===== src/compass_frame_parser_top_defines.svh =====
// ---------------------------------------------------------------------------
// compass frame parser assertion macros
// shared property forms for the parser's concurrent checks
// ---------------------------------------------------------------------------
`ifndef COMPASS_FRAME_PARSER_TOP_DEFINES_SVH
`define COMPASS_FRAME_PARSER_TOP_DEFINES_SVH

// same-cycle implication, disabled while reset is held
`define CFP_ASSERT_NOW(lbl, clk, rst_n, ante, cons, msg) \
  lbl: assert property (@(posedge clk) disable iff (!rst_n) (ante) |-> (cons)) \
    else $error(msg);

// next-cycle implication, disabled while reset is held
`define CFP_ASSERT_NEXT(lbl, clk, rst_n, ante, cons, msg) \
  lbl: assert property (@(posedge clk) disable iff (!rst_n) (ante) |=> (cons)) \
    else $error(msg);

`endif


===== src/cfp_pkg.sv =====
// ---------------------------------------------------------------------------
// compass frame parser package
// frame constants, byte positions and channel payload types
// ---------------------------------------------------------------------------
package cfp_pkg;

  localparam logic [7:0] HDR0      = 8'h0D;
  localparam logic [7:0] HDR1      = 8'h0A;
  localparam logic [7:0] SUM_EXTRA = 8'h2E;
  localparam logic [7:0] SUM_BASE  = HDR0 + HDR1 + SUM_EXTRA;
  localparam logic [3:0] NIBBLE_MASK = 4'hF;

  // byte positions within a frame
  localparam logic [2:0] POS_HDR0     = 3'd0;
  localparam logic [2:0] POS_HDR1     = 3'd1;
  localparam logic [2:0] POS_HUNDREDS = 3'd2;
  localparam logic [2:0] POS_TENS     = 3'd3;
  localparam logic [2:0] POS_UNITS    = 3'd4;
  localparam logic [2:0] POS_TENTHS   = 3'd6;
  localparam logic [2:0] POS_SUM      = 3'd7;

  localparam int unsigned ANGLE_W   = 11;
  localparam logic [ANGLE_W-1:0] ANGLE_MAX = 11'd1665;

  typedef enum logic [1:0] {
    STATUS_GOOD    = 2'd0,
    STATUS_BAD_HDR = 2'd1,
    STATUS_BAD_SUM = 2'd2
  } cfp_status_e;

  typedef struct packed {
    logic [7:0] rx_byte;
  } cfp_rx_t;

  typedef struct packed {
    cfp_status_e        frame_status;
    logic [ANGLE_W-1:0] angle;
  } cfp_res_t;

  // frame bytes that are read when the frame completes
  typedef struct packed {
    logic [7:0] hdr1;
    logic [7:0] hundreds;
    logic [7:0] tens;
    logic [7:0] units;
    logic [7:0] tenths;
  } cfp_frame_t;

endpackage


===== src/cfp_frame_check.sv =====
// ---------------------------------------------------------------------------
// compass frame check
// header and checksum test of a complete frame, angle from digit nibbles
// ---------------------------------------------------------------------------
module cfp_frame_check import cfp_pkg::*; (
  input  cfp_frame_t frame_i,
  input  logic [7:0] sum_byte_i,
  output cfp_res_t   res_o
);

  logic [7:0]         sum;
  logic [3:0]         hund_nib;
  logic [3:0]         tens_nib;
  logic [3:0]         unit_nib;
  logic [ANGLE_W-1:0] angle;

  // checksum wraps at 8 bits
  assign sum = SUM_BASE + frame_i.hundreds + frame_i.tens + frame_i.units + frame_i.tenths;

  assign hund_nib = frame_i.hundreds[3:0] & NIBBLE_MASK;
  assign tens_nib = frame_i.tens[3:0] & NIBBLE_MASK;
  assign unit_nib = frame_i.units[3:0] & NIBBLE_MASK;

  assign angle = ANGLE_W'(hund_nib) * ANGLE_W'(100)
               + ANGLE_W'(tens_nib) * ANGLE_W'(10)
               + ANGLE_W'(unit_nib);

  always_comb begin
    res_o.frame_status = STATUS_GOOD;
    res_o.angle        = angle;
    if (frame_i.hdr1 != HDR1) begin
      res_o.frame_status = STATUS_BAD_HDR;
      res_o.angle        = '0;
    end else if (sum != sum_byte_i) begin
      res_o.frame_status = STATUS_BAD_SUM;
      res_o.angle        = '0;
    end
  end

endmodule


===== config.mk =====
export PLATFORM = sky130hd
export DESIGN_NAME = cfp_frame_check
export DESIGN_NICKNAME = d
export VERILOG_FILES = /design/src/compass_frame_parser_top_defines.svh /design/src/cfp_pkg.sv /design/src/cfp_frame_check.sv
export SDC_FILE = /design/constraint.sdc
export NUM_CORES = 1
export LEC_CHECK = 0
export ABC_AREA = 0
export BUFFER_PORTS_ARGS = -buffer_cell sky130_fd_sc_hd__buf_2
export CORE_AREA = 2 2 77 79
export DETAILED_ROUTE_END_ITERATION = 8
export DIE_AREA = 0 0 79 81
export PLACE_DENSITY_LB_ADDON = 0.25
export SYNTH_ARGS = -nofsm -noshare
export SYNTH_HDL_FRONTEND = slang
export SYNTH_SLANG_ARGS = --single-unit
export TNS_END_PERCENT = 30

===== constraint.sdc =====
create_clock -name vclk -period 6.1
set_clock_uncertainty 0.2 [all_clocks]
set_input_delay 0.915 -clock vclk [all_inputs]
set_output_delay 0.915 -clock vclk [all_outputs]
set_load 0.005 [all_outputs]

==> Implementation_results.wiki <==
{| class="wikitable"
! Metric !! Value
|-
| Result of the run || completed
|-
| Transition time at the pin with the least slew margin || 0.3002 ns
|-
| Number of input and output port buffers inserted || 61
|-
| DRC viols || 0
|-
| Peak supply drop || 0.06320 mV
|-
| Number of DRC markers in iteration 0 || 32
|-
| Die area || 0.006399 mm^2
|-
| Fmax || 182.2 MHz
|-
| Main combinational cell family by area after synthesis || adder cells
|-
| WP data required || 4.98 ns
|-
| Residual overflow from global routing || 0
|-
| Top-area cell type share of the netlist area || 30.77%
|-
| Via Count || 1370
|-
| Max transition margin || 79.80%
|-
| Clk_buf instances || 0
|-
| Complex-gate fraction of the synthesized area || 10.62%
|-
| Leading cell types by total area after synthesis || sky130_fd_sc_hd__ha_1 31%, sky130_fd_sc_hd__fa_1 22%, sky130_fd_sc_hd__xnor2_1 9.7%
|-
| TNS Setup || 0 ns
|-
| Commonest cells in the netlist || 41 x sky130_fd_sc_hd__inv_1, 40 x sky130_fd_sc_hd__ha_1, 18 x sky130_fd_sc_hd__fa_1, 18 x sky130_fd_sc_hd__xnor2_1
|-
| Sequential fraction of the synthesis area || 0%
|-
| Synthesized netlist cell count || 184
|-
| Wirelength, routed || 3197 um
|-
| Unrepaired setup endpoints after global routing || false
|-
| Initial cell density of the core || 28.66%
|-
| Ratio of final minimum period to clock period || 89.96%
|-
| Boundary pin count || 61
|-
| Antenna diode instance count || 0
|-
| Floorplan core area || 0.005675 mm^2
|-
| Die Y || 81 um
|-
| FF+latch area || 0 um^2
|-
| Crit path time final || 5.488 ns
|-
| Met1 wire length || 1545 um
|-
| Post-synthesis instance area || 0.001627 mm^2
|-
| Largest area contributor in the synthesized netlist || sky130_fd_sc_hd__ha_1
|-
| Crit end category || output port
|-
| Net count of the finished layout || 353
|-
| First-pass GRT wire length || 5644 um
|-
| Sum of met3 wire segment lengths after detailed routing || 192 um
|-
| Post-DRT Antenna Nets || 0
|-
| Global-route usage over all layers || 10.67%
|-
| Synth Area per Inst || 8.840 um^2
|-
| Synthesized-area fraction occupied by xor and xnor cells || 15.54%
|-
| Die Width || 79 um
|-
| Number of sequential cells in the layout || 0
|-
| Via count of the first global-routing pass || 1369
|-
| Vias per std cell || 4.281
|-
| Hold Buf Count CTS || 0
|-
| Share of layout cells above drive strength 1 || 26.53%
|-
| CP Max Fanout || 11
|-
| Area Growth Syn to Fin || 24.54%
|-
| Number of warnings issued by yosys || 0
|-
| Average wire per cell in the routed design || 9.991 um
|-
| Post-synthesis share of cell area spent on full adders, half adders and majority gates || 52.92%
|-
| Number of cell rows || 28
|-
| Leak Pwr || 0.001127 uW
|-
| Top-count cell post-synth || sky130_fd_sc_hd__inv_1
|-
| Amount of wire on met2 after detailed routing || 1460 um
|-
| PD cells || 162.6 mW/mm^2
|-
| Fin. Hold Viols || 0
|-
| Number of buffers added for setup after CTS || 0
|-
| Min-delay worst type || input pin to output port
|-
| Syn_nets || 290
|-
| Post-DP HPWL || 3026 um
|-
| Start-to-end type of the worst setup path || input pin to output port
|-
| Number of maximum-capacitance violations || 0
|-
| Multiplexer fraction of the synthesized cell area || 0%
|-
| Routability-driven placement congestion ratio || 0.7528
|-
| Final Max Slew Viols || 0
|-
| Final number of setup-violating endpoints || 0
|-
| Post_cts resized || 0
|-
| Count of cell types in the netlist || 27
|-
| Maximum number of pins on one net before global-route repair || 12
|-
| Startpoint type of the worst setup path || input pin
|-
| Data arrival at the endpoint of the critical path || 4.37 ns
|-
| Final hold slack || 1.920 ns
|-
| First-pass detailed-route iteration total || 4
|-
| Uppermost layer routed || met3
|-
| Synthesized-area fraction occupied by and/or/nand/nor cells || 11.00%
|-
| Number of antenna violations at the first check in global routing || 0
|}
-- logic make-up (layout without fill, tap and decap cells) --
group | Yosys count | count (layout)
adder cells (fa/ha/maj) | 58 | 58
buffers and inverters | 42 | 103
XOR/XNOR | 28 | 28
AND/OR/NAND/NOR | 29 | 29
AO/OA/AOI/OAI | 27 | 27
-- per-stage QoR --
step / setup slack [ns] / area (um^2) / cells / utilization (%) / total power, uW
6_report: 0.6123 / 2026 / 320 / 35.69 / 329.3
5_1_grt: 0.3431 / 2026 / 320 / 35.69 / 386.3
4_1_cts: 0.5686 / 2026 / 320 / 35.69 / 336.6
3_5_place_dp: 0.5666 / 2026 / 320 / 35.69 / 333.9
3_3_place_gp: 0.6170 / 2026 / 320 / 35.69 / 331.7
2_1_floorplan: 1.010 / 1627 / 184 / - / 266.6
-- worst max-delay path, stage by stage --
cell and delay (ns):
sky130_fd_sc_hd__buf_2 0.11, sky130_fd_sc_hd__fa_1 0.43, sky130_fd_sc_hd__fa_1 0.46, sky130_fd_sc_hd__fa_1 0.55, sky130_fd_sc_hd__inv_1 0.07, sky130_fd_sc_hd__fa_1 0.44, sky130_fd_sc_hd__nand2b_1 0.16, sky130_fd_sc_hd__a21oi_1 0.20
sky130_fd_sc_hd__a31oi_1 0.13, sky130_fd_sc_hd__xnor2_1 0.16, sky130_fd_sc_hd__nor4_2 0.21, sky130_fd_sc_hd__buf_4 0.20, sky130_fd_sc_hd__nor3b_1 0.19, sky130_fd_sc_hd__buf_2 0.14
-- worst paths after layout --
kind / end / slack, ns / depth (start not counted) / startpoint
hold / removal: res_o[0] / 1.92 / 3 / frame_i[8]
setup / recovery: res_o[5] / 0.61 / 14 / frame_i[1]
-- placed cells by master (no fill, tap or decap), types with 3 or more instances in the layout --
cell                       count
sky130_fd_sc_hd__ha_1         40
sky130_fd_sc_hd__xnor2_1      18
sky130_fd_sc_hd__and2_1        9
sky130_fd_sc_hd__nor2_1        6
sky130_fd_sc_hd__o21ai_0       3
sky130_fd_sc_hd__fa_1         18
sky130_fd_sc_hd__xor2_1        9
sky130_fd_sc_hd__buf_2        61
sky130_fd_sc_hd__nor2b_1       3
sky130_fd_sc_hd__a21oi_1       9
sky130_fd_sc_hd__a211oi_1      5
sky130_fd_sc_hd__a21o_1        4
sky130_fd_sc_hd__inv_1        41
-- where the power goes --
group          internal (uW)  switching [uW]  leakage (uW)
combinational            161             169       0.00113
clock                      0               0             0
sequential                 0               0             0
total                    161             169       0.00113
-- metal layers --
layer  global-route usage (%)  vias to the layer above
met4                        0                        0
met1                    15.00                      606
met3                   0.5556                        0
met5                        0                        -
met2                    19.32                       41
li1                         -                      723
-- cell type report --
cell class,count,area (um^2)
repair buffers,62,312.8
inverters,41,153.9
fillers,635,3650
multi-input cells,142,1465
well taps,75,93.84
(Power assumes the default switching activity.)
